[src/hw/rtl/p2c_pkg.sv]
// p2c_pkg: shared types and constants for the planar to chunky converter.
// No dependencies; used by the lane, merge and top-level modules of the block.

package p2c_pkg;

  localparam int NumPlanes   = 5;   // plane inputs, also the saturation depth
  localparam int NumPixels   = 16;  // pixels covered by one plane word
  localparam int NibbleDepth = 4;   // deepest format that packs two pixels a byte
  localparam int CntW        = $clog2(NumPixels + 1);
  localparam int DepthW      = 3;
  localparam int CfgIdxW     = 2;
  localparam int CfgDataW    = 8;

  localparam logic [7:0] TextMark = 8'hC0;

  typedef logic [NumPlanes-1:0] color_t;
  typedef logic [7:0]           pix_byte_t;
  typedef logic [15:0]          plane_word_t;

  typedef enum logic [CfgIdxW-1:0] {
    CfgBitDepth = 2'd0,
    CfgTextMode = 2'd1
  } cfg_idx_e;

  // output format selection shared by the lanes and the merge stage
  typedef struct packed {
    logic              chunky;  // one pixel per byte
    logic              text;    // mark nonzero colours
    logic [DepthW-1:0] planes;  // planes used, saturated
  } mode_t;

endpackage

[src/hw/rtl/p2c_lane.sv]
// p2c_lane: colour of one pixel from its column of plane bits.
// Depends on p2c_pkg.

module p2c_lane (
  input  p2c_pkg::color_t               col_i,
  input  logic [p2c_pkg::DepthW-1:0]    planes_i,
  output p2c_pkg::color_t               color_o
);

  always_comb begin
    for (int p = 0; p < p2c_pkg::NumPlanes; p++) begin
      color_o[p] = col_i[p] && (p2c_pkg::DepthW'(p) < planes_i);
    end
  end

endmodule

[src/hw/rtl/p2c_merge.sv]
// p2c_merge: turns the sixteen lane colours into output bytes and a beat count.
// Depends on p2c_pkg.

module p2c_merge (
  input  p2c_pkg::color_t    color_i [p2c_pkg::NumPixels],
  input  p2c_pkg::mode_t     mode_i,
  output p2c_pkg::pix_byte_t bytes_o [p2c_pkg::NumPixels],
  output logic [p2c_pkg::CntW-1:0] count_o
);

  localparam int Half = p2c_pkg::NumPixels / 2;

  always_comb begin
    for (int i = 0; i < p2c_pkg::NumPixels; i++) begin
      bytes_o[i] = '0;
    end
    if (mode_i.chunky) begin
      count_o = p2c_pkg::CntW'(p2c_pkg::NumPixels);
      for (int i = 0; i < p2c_pkg::NumPixels; i++) begin
        bytes_o[i] = 8'(color_i[i]);
        if (mode_i.text && (color_i[i] != '0)) begin
          bytes_o[i] = bytes_o[i] | p2c_pkg::TextMark;
        end
      end
    end else begin
      count_o = p2c_pkg::CntW'(Half);
      // earlier pixel in the high nibble
      for (int i = 0; i < Half; i++) begin
        bytes_o[i] = {color_i[2*i][3:0], color_i[2*i+1][3:0]};
      end
    end
  end

endmodule

[src/hw/rtl/planar_to_chunky_converter_unit.sv]
// planar_to_chunky_converter_unit: top level, input buffer, lanes and byte serialiser.
// Depends on p2c_pkg, p2c_lane and p2c_merge.
//
//  channel | direction | handshake             | payload
//  --------+-----------+-----------------------+--------------------------------
//  in      | in        | in_valid_i/in_stall_o | plane_word_0_i .. plane_word_4_i
//  out     | out       | out_valid_o/out_stall_i | pixel_byte_o, last_byte_o
//  cfg     | in        | cfg_valid_i/cfg_ready_o | cfg_index_i, cfg_data_i
//
// Each item gives 16 output beats in one-pixel-per-byte formats and 8 in the packed
// format; the serialiser sends one byte a cycle unless stalled, which sets the rate.
// An item passes the input buffer, then the serialiser registers; one item
// is buffered while the previous one is still being sent, so beats run back to back.
// Reset clears the buffer and serialiser and sets depth 4, text mode off.
// A stalled output holds its byte; the input stalls only when the buffer is full.

module planar_to_chunky_converter_unit (
  input  logic                           clk_i,
  input  logic                           rst_ni,
  input  logic                           in_valid_i,
  output logic                           in_stall_o,
  input  p2c_pkg::plane_word_t           plane_word_0_i,
  input  p2c_pkg::plane_word_t           plane_word_1_i,
  input  p2c_pkg::plane_word_t           plane_word_2_i,
  input  p2c_pkg::plane_word_t           plane_word_3_i,
  input  p2c_pkg::plane_word_t           plane_word_4_i,
  output logic                           out_valid_o,
  input  logic                           out_stall_i,
  output logic [7:0]                     pixel_byte_o,
  output logic                           last_byte_o,
  input  logic                           cfg_valid_i,
  output logic                           cfg_ready_o,
  input  logic [p2c_pkg::CfgIdxW-1:0]    cfg_index_i,
  input  logic [p2c_pkg::CfgDataW-1:0]   cfg_data_i
);

  logic [p2c_pkg::DepthW-1:0] bit_depth_q;
  logic                       text_mode_q;

  logic                 pend_valid_q;
  p2c_pkg::plane_word_t pend_q  [p2c_pkg::NumPlanes];

  p2c_pkg::pix_byte_t          bytes_q [p2c_pkg::NumPixels];
  p2c_pkg::pix_byte_t          bytes_d [p2c_pkg::NumPixels];
  logic [p2c_pkg::CntW-1:0]    rem_q, rem_d;

  p2c_pkg::mode_t              mode;
  p2c_pkg::color_t             color   [p2c_pkg::NumPixels];
  p2c_pkg::pix_byte_t          merged  [p2c_pkg::NumPixels];
  logic [p2c_pkg::CntW-1:0]    merged_cnt;

  logic in_acc, out_acc, load;

  // configuration
  assign cfg_ready_o = 1'b1;

  always_ff @(posedge clk_i or negedge rst_ni) begin
    if (!rst_ni) begin
      bit_depth_q <= p2c_pkg::DepthW'(p2c_pkg::NibbleDepth);
      text_mode_q <= 1'b0;
    end else if (cfg_valid_i) begin
      case (cfg_index_i)
        p2c_pkg::CfgBitDepth: bit_depth_q <= cfg_data_i[p2c_pkg::DepthW-1:0];
        p2c_pkg::CfgTextMode: text_mode_q <= cfg_data_i[0];
        default: ;
      endcase
    end
  end

  always_comb begin
    mode.text   = text_mode_q;
    mode.chunky = text_mode_q || (bit_depth_q > p2c_pkg::DepthW'(p2c_pkg::NibbleDepth));
    mode.planes = (bit_depth_q > p2c_pkg::DepthW'(p2c_pkg::NumPlanes))
                ? p2c_pkg::DepthW'(p2c_pkg::NumPlanes) : bit_depth_q;
  end

  // handshakes
  assign out_valid_o = (rem_q != '0);
  assign last_byte_o = (rem_q == p2c_pkg::CntW'(1));
  assign out_acc     = out_valid_o && !out_stall_i;
  assign load        = pend_valid_q && (!out_valid_o || (out_acc && last_byte_o));
  assign in_stall_o  = pend_valid_q && !load;
  assign in_acc      = in_valid_i && !in_stall_o;

  // input buffer
  always_ff @(posedge clk_i or negedge rst_ni) begin
    if (!rst_ni) begin
      pend_valid_q <= 1'b0;
    end else if (in_acc) begin
      pend_valid_q <= 1'b1;
    end else if (load) begin
      pend_valid_q <= 1'b0;
    end
  end

  always_ff @(posedge clk_i) begin
    if (in_acc) begin
      pend_q[0] <= plane_word_0_i;
      pend_q[1] <= plane_word_1_i;
      pend_q[2] <= plane_word_2_i;
      pend_q[3] <= plane_word_3_i;
      pend_q[4] <= plane_word_4_i;
    end
  end

  // one lane per pixel; pixel k reads bit 15-k of every plane
  for (genvar k = 0; k < p2c_pkg::NumPixels; k++) begin : g_lane
    p2c_pkg::color_t col;
    for (genvar p = 0; p < p2c_pkg::NumPlanes; p++) begin : g_col
      assign col[p] = pend_q[p][p2c_pkg::NumPixels-1-k];
    end
    p2c_lane u_lane (
      .col_i    (col),
      .planes_i (mode.planes),
      .color_o  (color[k])
    );
  end

  p2c_merge u_merge (
    .color_i (color),
    .mode_i  (mode),
    .bytes_o (merged),
    .count_o (merged_cnt)
  );

  // serialiser: byte 0 is on the port, shift down each beat
  always_comb begin
    bytes_d = bytes_q;
    rem_d   = rem_q;
    if (load) begin
      bytes_d = merged;
      rem_d   = merged_cnt;
    end else if (out_acc) begin
      for (int i = 0; i < p2c_pkg::NumPixels - 1; i++) begin
        bytes_d[i] = bytes_q[i+1];
      end
      bytes_d[p2c_pkg::NumPixels-1] = '0;
      rem_d = rem_q - p2c_pkg::CntW'(1);
    end
  end

  always_ff @(posedge clk_i or negedge rst_ni) begin
    if (!rst_ni) begin
      rem_q <= '0;
    end else begin
      rem_q <= rem_d;
    end
  end

  always_ff @(posedge clk_i) begin
    bytes_q <= bytes_d;
  end

  assign pixel_byte_o = bytes_q[0];

endmodule

[config.mk]
export PLATFORM = sky130hd
export DESIGN_NAME = planar_to_chunky_converter_unit
export DESIGN_NICKNAME = d
export VERILOG_FILES = /design/src/hw/rtl/p2c_pkg.sv /design/src/hw/rtl/p2c_lane.sv /design/src/hw/rtl/p2c_merge.sv /design/src/hw/rtl/planar_to_chunky_converter_unit.sv
export SDC_FILE = /design/constraint.sdc
export NUM_CORES = 1
export LEC_CHECK = 0
export BUFFER_PORTS_ARGS = -buffer_cell sky130_fd_sc_hd__buf_2
export CORE_UTILIZATION = 36
export CTS_CLUSTER_SIZE = 25
export DETAILED_ROUTE_END_ITERATION = 10
export PLACE_DENSITY = 0.59
export SLEW_MARGIN = 25
export SYNTH_ARGS = -nofsm -noshare
export SYNTH_HDL_FRONTEND = slang
export SYNTH_SLANG_ARGS = --single-unit
[constraint.sdc]
create_clock -name clk_i -period 8 [get_ports clk_i]
set_input_delay 1.2 -clock clk_i [delete_from_list [all_inputs] [get_ports clk_i]]
set_output_delay 1.2 -clock clk_i [all_outputs]
set_load 0.05 [all_outputs]
## Yosys cells after proc, flatten, opt, wreduce, memory -nomap -nowiden

Memory sizes are Yosys's and may differ from the RTL's.
Cells that the tools add are included.

- Bits in registers: 138
- Bits in latches: 0
- Memory bits (writable): 80
- Memory bits (read-only): 0
- Bits of input ports: 95
- Output and inout bits: 12
- Logic and storage cells: 188
- Memories kept: 1

- Add/subtract/negate cells: 1
- $mul: 0
- Div/mod/pow operators: 0
- Magnitude comparators: 7
- Equality and inequality tests: 2
- Shifts and indexed selects: 0
- Multiplexer cells: 28
- Bitwise operators: 0
- Reductions and logical operators: 129

Memory list:

| memory | depth | bits a word | rd ports | clocked after memory_dff | write ports | RTL line | source |
|---|---|---|---|---|---|---|---|
| pend_q | 5 | 16 | 5 | 0 | 5 | planar_to_chunky_converter_unit.sv:41 | `p2c_pkg::plane_word_t pend_q [p2c_pkg::NumPlanes];` |

Operators by type and width:

| operator | count |
|---|---|
| 2-to-1 mux 128 bit | 2 |
| 2-to-1 mux 64 bit | 2 |
| 2-to-1 mux 8 bit | 16 |
| logical AND 1 bit | 101 |
| nonzero test 5 bit | 17 |
| 2-to-1 mux 5 bit | 3 |
| greater-than comparator 3 bit (second input constant) | 2 |
| < comparator 1 x 3 -> 1 bit (first input constant) | 2 |
| < comparator 2 x 3 -> 1 bit (first input constant) | 2 |
| equality test 5 x 1 -> 1 bit (second input constant) | 1 |
| subtractor 5 x 1 -> 5 bit (second input constant) | 1 |
| zero test 1 bit | 4 |
| 2-to-1 mux 1 bit | 4 |
| AND reduction 2 bit | 2 |
| nonzero test 2 bit | 2 |
| < comparator 3 bit (first input constant) | 1 |
| 2-to-1 mux 3 bit | 1 |
| equality test 2 x 1 -> 1 bit (second input constant) | 1 |
| zero test 2 bit | 1 |
| logical OR 1 bit | 2 |

## Longest topological paths before layout

Gate-level depths: netlist of the first run.

- Depth in word-level cells: 11
- Gate-level depth with buffers: 8
- Depth with buffers taken out: 6

## By module

Synthesis of the first run repeated with hierarchy kept, for this count alone.

- Cells, all modules: 732
- Area total of the unflattened synthesis: 10704.0 µm²

Modules (own cells, without submodules):

| module | times used | cells each | area an instance (µm²) | sequential area each (µm²) |
|---|---|---|---|---|
| planar_to_chunky_converter_unit | 1 | 424 | 8481.9 | 6497.5 |
| p2c_merge | 1 | 212 | 1521.5 | 0.0 |
| p2c_lane | 16 | 6 | 43.8 | 0.0 |

## Worst setup path before layout of the first run

No wires, ideal clock.

- Kind: input to register
- Start point: input out_stall_i
- End point: memory pend_q[0][0] in the netlist's numbering (enable)
- Setup time: 0.447 ns
- Arrival time: 3.608 ns
- Required time: 7.553 ns
- Setup slack: 3.945 ns
- Stages: 4
- Path buffers: 0
- Path through: nor2b_1 > o21ai_0 > nand2_1 > and2_1

RTL lines:

| what | RTL line | source |
|---|---|---|
| start: declaration | planar_to_chunky_converter_unit.sv:28 | `input logic out_stall_i,` |
| end: declaration | planar_to_chunky_converter_unit.sv:41 |  |

## Worst setup path in the final report of the first run

- Start point: input out_stall_i
- End point: output in_stall_o

- Longest elaborated chain between the ends: 7

Ends and longest elaborated chain:

| what | RTL line | source |
|---|---|---|
| zero test 1 bit | planar_to_chunky_converter_unit.sv:80 | `assign out_acc = out_valid_o && !out_stall_i;` |
| logical AND 1 bit | planar_to_chunky_converter_unit.sv:80 |  |
| logical AND 1 bit | planar_to_chunky_converter_unit.sv:81 | `assign load = pend_valid_q && (!out_valid_o \|\| (out_acc && last_byte_o));` |
| logical OR 1 bit | planar_to_chunky_converter_unit.sv:81 |  |
| logical AND 1 bit | planar_to_chunky_converter_unit.sv:81 |  |
| zero test 1 bit | planar_to_chunky_converter_unit.sv:82 | `assign in_stall_o = pend_valid_q && !load;` |
| logical AND 1 bit | planar_to_chunky_converter_unit.sv:82 |  |
| end: declaration | planar_to_chunky_converter_unit.sv:21 | `output logic in_stall_o,` |

No other way between the ends.

==> impl_metrics.tcl, run 1 <==
set metrics [dict create \
    yosysTopAreaCell "edfxtp_1" \
    required_ns 6.80 \
    synth_enable_flop_cells 192 \
    worstPathMaxFanout 5 \
    finalCritPeriodShare 0.431 \
    fin_skew_ns 0.0176 \
    dp_hpwl_mm 14.1 \
    yosysUniqueCellTypes 66 \
    num_rows 57 \
    coreArea_um2 24200 \
    postCtsSetupRepairBufs 0 \
    p_total_mw 3.98 \
    num_io_pins 107 \
    setup_viol 0 \
    via_per_inst 5.39 \
    clock_path_buffers 3 \
    synthesis.area_um2 8870 \
    comb_power_share 0.267 \
    num_vias 5725 \
    power_density_nw_per_um2 389 \
    clk_latency_ns 0.51 \
    p_switching_mw 1.29 \
    grt_pass1_vias 5496 \
    synth_top_area_frac 0.650 \
    grt_pass1_wl_mm 33.1 \
    root_buffer "clkbuf_16" \
    area_growth_pct 15.5 \
    place_area_um2 9540 \
    switching_share 0.325 \
    htreeDepth 1 \
    tns_ns 0 \
    synthTopCellsByArea "edfxtp_1 65%, nand2_1 3.7%, mux2i_1 3.6%" \
    clock-sinks 202 \
    wirelength_mm 21.5 \
    start_util 0.366 \
    p_seq_frac 0.493 \
    fin_area_um2 10200 \
    drc 0 \
    cts_tree "built" \
    hold_viol 0 \
    cts_resized 0 \
    firstDrtPassIters 4 \
    p_int_mw 2.69 \
    clk_pin_slew_worst_paths_ns 0.06 \
    drv_slew 0 \
    grt_antenna_before_repair 0 \
    worst_slew_pin_slew_ns 0.969 \
    clock_power_share 0.241 \
    path_class "in -> out" \
    cp_data_arrival_time_ns 2.25 \
    critPathCaptureType "output port" \
    syn_inst 640 \
    hp-class "reg -> reg" \
    peakVddDrop_mv 0.308 \
    wl_per_cell_um 20.3 \
    numCtsBuffers 23 \
    die_h_um 159 \
    dieArea_um2 25300 \
    diodes 0 \
    ys_seq_elements 202 \
    routabilityCongestion 0.787 \
    cap_violations 0 \
    max_freq_mhz 290 \
    synthesis.nets 737 \
    die_w_um 159 \
    fin_nets 820 \
    drive_above_1_share 0.221 \
    ys_warn_count 0 \
    grt_overflow_total 0 \
    rsz0062_at_grt "false" \
    cp-start-kind "primary input" \
    synthFlopType "edfxtp_1" \
    postRouteAntennaNets 0 \
    syn_area_per_cell_um2 13.9 \
    cts_hold_buf 0 \
    drtIter0Drc 491 \
    grtUsageTotal 0.169 \
    grt_max_degree 89 \
    fin_crit_ns 3.45 \
    leakagePower_nw 3.78 \
    async_reset_ff_frac 0.0495 \
    ys_seq_area_frac 0.678 \
    status "finished clean" \
    max-slew-margin-rel 0.354 \
    io_buffers 100 \
]
==> cells in the mapped netlist, types with 5 or more instances <==
cell type,count
mux2i_1,32
dfrtp_1,9
o21ai_0,56
o211ai_1,5
a32o_1,14
a211o_1,7
nand3_1,6
nor3_1,14
o21a_1,11
nand2_1,88
buf_2,18
maj3_1,7
nor2_1,10
a22o_1,18
inv_1,5
a21oi_1,7
edfxtp_1,192
and3_1,11
clkbuf_1,15
or4_1,5
and2_1,5
o22ai_1,8
o311ai_0,5
buf_6,5
a211oi_1,6
a221o_1,9
buf_4,12
==> registers in the layout (all words and copies together) (netlist names) <==
name and count:
rem_q 5, bytes_q 104, bit_depth_q 3, text_mode_q 1
pixel_byte_o 8, pend_q 80, pend_valid_q 1
==> path summary, 6_finish.rpt <==
kind | startpoint | end | slack [ns] | cells past startpoint
setup / recovery | out_stall_i | in_stall_o | 4.55 | 6
hold / removal | bytes_q[28] | bytes_q[36] | 0.51 | 2
setup reg to reg | rem_q[0] | bytes_q[25] | 4.82 | 6
hold reg to reg | bytes_q[28] | bytes_q[36] | 0.51 | 2
max in group asynchronous | rst_ni | bit_depth_q[2] | 7.16 | 1
min in group asynchronous | rst_ni | rem_q[1] | 0.57 | 1
==> final cells by class <==
class / instances / area [µm²]
clock buffer: 36 / 654
clock inverter: 5 / 22.5
fill: 2300 / 14000
inverter: 5 / 18.8
multi-input combinational: 382 / 2540
sequential: 202 / 6020
tap: 324 / 405
timing repair buffer: 109 / 581
==> power by group through the flow <==
| stage | Combinational (mW) | Clock (mW) | Sequential [mW] |
|---|---|---|---|
| after CTS | 1.06 | 0.977 | 1.97 |
| final | 1.06 | 0.957 | 1.96 |
| after global routing | 1.17 | 1.02 | 2.00 |
| after floorplan | 0.858 | 0 | 1.89 |
| after detailed placement | 1.06 | 0 | 1.98 |
| after global placement | 1.04 | 0 | 1.98 |
==> kinds of logic (layout without fill, tap and decap cells) <==
| family | Yosys count | in the layout | share of synthesized area |
|---|---|---|---|
| other | 1 | 1 | 0.000423 |
| DFF | 202 | 202 | 0.678 |
| buffers and inverters | 56 | 155 | 0.0355 |
| AOI/OAI and AO/OA | 173 | 173 | 0.144 |
| muxes | 35 | 35 | 0.0399 |
| xor gates and xnor gates | 1 | 1 | 0.000988 |
| and+or+nand+nor | 163 | 163 | 0.0897 |
| adders and majority gates | 9 | 9 | 0.0107 |
==> layer usage <==
| metal | GRT usage | share of wire | wire (µm) | vias to the layer above |
|---|---|---|---|---|
| met5 | 0 | 0 | 0 | - |
| li1 | - | - | - | 2663 |
| met3 | 0.0378 | 0.080 | 1720 | 31 |
| met1 | 0.249 | 0.45 | 9700 | 2807 |
| met2 | 0.256 | 0.45 | 9730 | 224 |
| met4 | 0.0363 | 0.019 | 403 | 0 |
==> through the flow <==
step / hold WS [ns] / instances / setup slack, ns / utilization
after global routing: 0.537 / 1063 / 4.43 / 0.422
after CTS: 0.524 / 1062 / 4.54 / 0.422
after global placement: 0.504 / 1021 / 4.21 / 0.394
after floorplan: 0.491 / 640 / 3.95 / -
after detailed placement: 0.513 / 1021 / 4.21 / 0.394
final: 0.515 / 1063 / 4.55 / 0.422
==> critical path, stage by stage <==
cell and delay, ns:
buf_2 0.12, nor2b_1 0.38, o21ai_0 0.14, nand2_1 0.16, inv_1 0.05, buf_2 0.20
==> cells in the final DEF, fill, tap and decap left out, drive strengths merged, types with 3 or more instances in the layout <==
cell    count
a211oi      6
buf       109
a221oi      4
nand2      92
o21ai      57
and3       11
a32o       14
inv         5
mux2        3
a22o       18
and2        5
nor2       12
clkbuf     36
or4         7
clkinv      5
o22ai       8
a211o       7
a21oi       9
maj3        7
nor3       16
a221o       9
o21a       12
edfxtp    192
dfrtp       9
mux2i      32
o311ai      5
a32oi       4
or2         4
nand3       6
o211ai      8
Note: power is estimated with default switching activity, not from simulation.
==> run 2: changes to the inputs <==
PLACE_DENSITY = 0.61   (was 0.59)
clock period = 3.1 ns   (was 8 ns; I/O delays follow)
==> run 2 against run 1 <==
  * Count of clock-buffer cells in the layout is 3 lower
  * First-iteration DRC count up 21%
  * Critical path depth is 1 higher
  * Cell count rose by 0.85%
  * Utilization rose by 0.46 points
  * Sequential power grew to 2.6 times the previous value
  * Global-route usage about the same
  * Clock skew up 0.0046 ns
  * Flip-flop and latch count did not move
  * Via count is 2.3% higher
==> impl_metrics.tcl, run 2 (synthesis gave the netlist of run 1 again) <==
set metrics [dict create \
    status "finished clean" \
    via_per_inst 5.46 \
    fillers 2292 \
    cts_hold_buf 1 \
    postRouteAntennaNets 0 \
    clock_path_buffers 3 \
    drv_slew 0 \
    clock-sinks 202 \
    start_util 0.366 \
    clk_pin_slew_worst_paths_ns 0.06 \
    worst_slew_pin_slew_ns 0.891 \
    dp_hpwl_mm 14.5 \
    grt_pass1_wl_mm 33.2 \
    fin_area_um2 10400 \
    grtUsageTotal 0.169 \
    final-seq-area_um2 6020 \
    routabilityCongestion 0.806 \
    largest_register "bytes_q" \
    grt_overflow_total 0 \
    drive_above_1_share 0.229 \
    dieArea_um2 25300 \
    final_common_cell "edfxtp_1" \
    root_buffer "clkbuf_16" \
    cpMostUsedCell "inv_1" \
    setup_ws_ns 0.535 \
    die_w_um 159 \
    clk_latency_ns 0.52 \
    rsz0062_at_grt "false" \
    worst-path-buf-inv 3 \
    fin_skew_ns 0.0222 \
    pre_cts_ws_ns 0.786 \
    largest_register_ffs 104 \
    place_area_um2 9660 \
    critical_path.top_delay_family "simple AND/OR/NAND/NOR gates" \
    fin_crit_ns 2.56 \
    tns_ns 0 \
    critPathCaptureType "output port" \
    whs_ns 0.123 \
    htreeDepth 1 \
    max_freq_mhz 390 \
    cts_resized 0 \
    wirelength_mm 21.5 \
    p_total_mw 10.3 \
    num_io_pins 107 \
    num_vias 5854 \
    power_density_nw_per_um2 999 \
    setup_viol 0 \
    grt_pass1_vias 5639 \
    cts_tree "built" \
    final_cell_mix "192 x edfxtp_1, 100 x buf_2, 88 x nand2_1" \
    peakVddDrop_mv 0.785 \
    diodes 0 \
    wl_per_cell_um 20.1 \
    num_rows 57 \
    grt_max_degree 81 \
    hp-class "in -> reg" \
    io_buffers 100 \
    leakagePower_nw 3.84 \
    area_growth_pct 16.7 \
    hold_viol 0 \
    fin_nets 829 \
    path_class "reg -> out" \
    coreArea_um2 24200 \
    drtIter0Drc 592 \
    postCtsSetupRepairBufs 0 \
    cap_violations 0 \
    grt_antenna_before_repair 0 \
    worstPathMaxFanout 5 \
    numCtsBuffers 23 \
    cp_data_arrival_time_ns 2.10 \
    firstDrtPassIters 6 \
    cp_slowest_stage_delay_ns 0.39 \
    finalCritPeriodShare 0.827 \
    required_ns 2.63 \
    cp-start-kind "register" \
    die_h_um 159 \
    drc 0 \
    multi_input_area_um2 2540 \
    crit_chain "inv_1 > ha_1 > nor2b_1 > o21ai_0 > nand2_1 > inv_1 > buf_2" \
    max-slew-margin-rel 0.406 \
    cpMaxStageDelayCell "dfrtp_1" \
]
==> run 2: where the power goes <==
group	switching (mW)	internal [mW]	total, mW
Clock	1.04	1.43	2.47
Combinational	1.75	1.05	2.80
Sequential	0.569	4.51	5.08
Total	3.35	6.99	10.3
==> run 2: worst reg2reg max path, delay by kind of cell (launching register included) <==
family	cells	cell delay, ns
DFF	1	0.39
AOI/OAI and AO/OA	2	0.43
buffers and inverters	2	0.42
and+or+nand+nor	2	0.82
adders and majority gates	1	0.14
==> run 2: per-layer routing <==
layer | part of all wire | track usage | vias to the layer above
li1 | - | - | 2675
met1 | 0.46 | 0.252 | 2915
met2 | 0.45 | 0.256 | 236
met3 | 0.075 | 0.0294 | 28
met4 | 0.017 | 0.0380 | 0
met5 | 0 | 0 | -
==> run 2: area by class of cell <==
class | count | share of cell area
Multi-Input combinational cell | 382 | 0.246
Clock buffer | 33 | 0.0621
Tap cell | 324 | 0.0392
Clock inverter | 8 | 0.00363
Inverter | 5 | 0.00181
Sequential cell | 202 | 0.581
Timing Repair Buffer | 118 | 0.0665
==> run 2: path summary, 6_finish.rpt <==
check | from | endpoint | slack, ns | cells after the start
max in group asynchronous | rst_ni | bit_depth_q[2] | 2.47 | 2
worst min-delay path | plane_word_2_i[13] | pend_q[0][45] | 0.12 | 1
min in group asynchronous | rst_ni | rem_q[4] | 0.36 | 2
worst max register to register | rem_q[1] | bytes_q[35] | 0.77 | 7
worst max-delay path | rem_q[1] | in_stall_o | 0.54 | 7
worst min register to register | bytes_q[28] | bytes_q[36] | 0.51 | 2
==> run 2: metrics by stage <==
stage               instances   util
finish                   1072  0.427
global route             1072  0.427
CTS                      1072  0.427
detailed placement       1030  0.398
global placement         1030  0.398
floorplan                 640      -
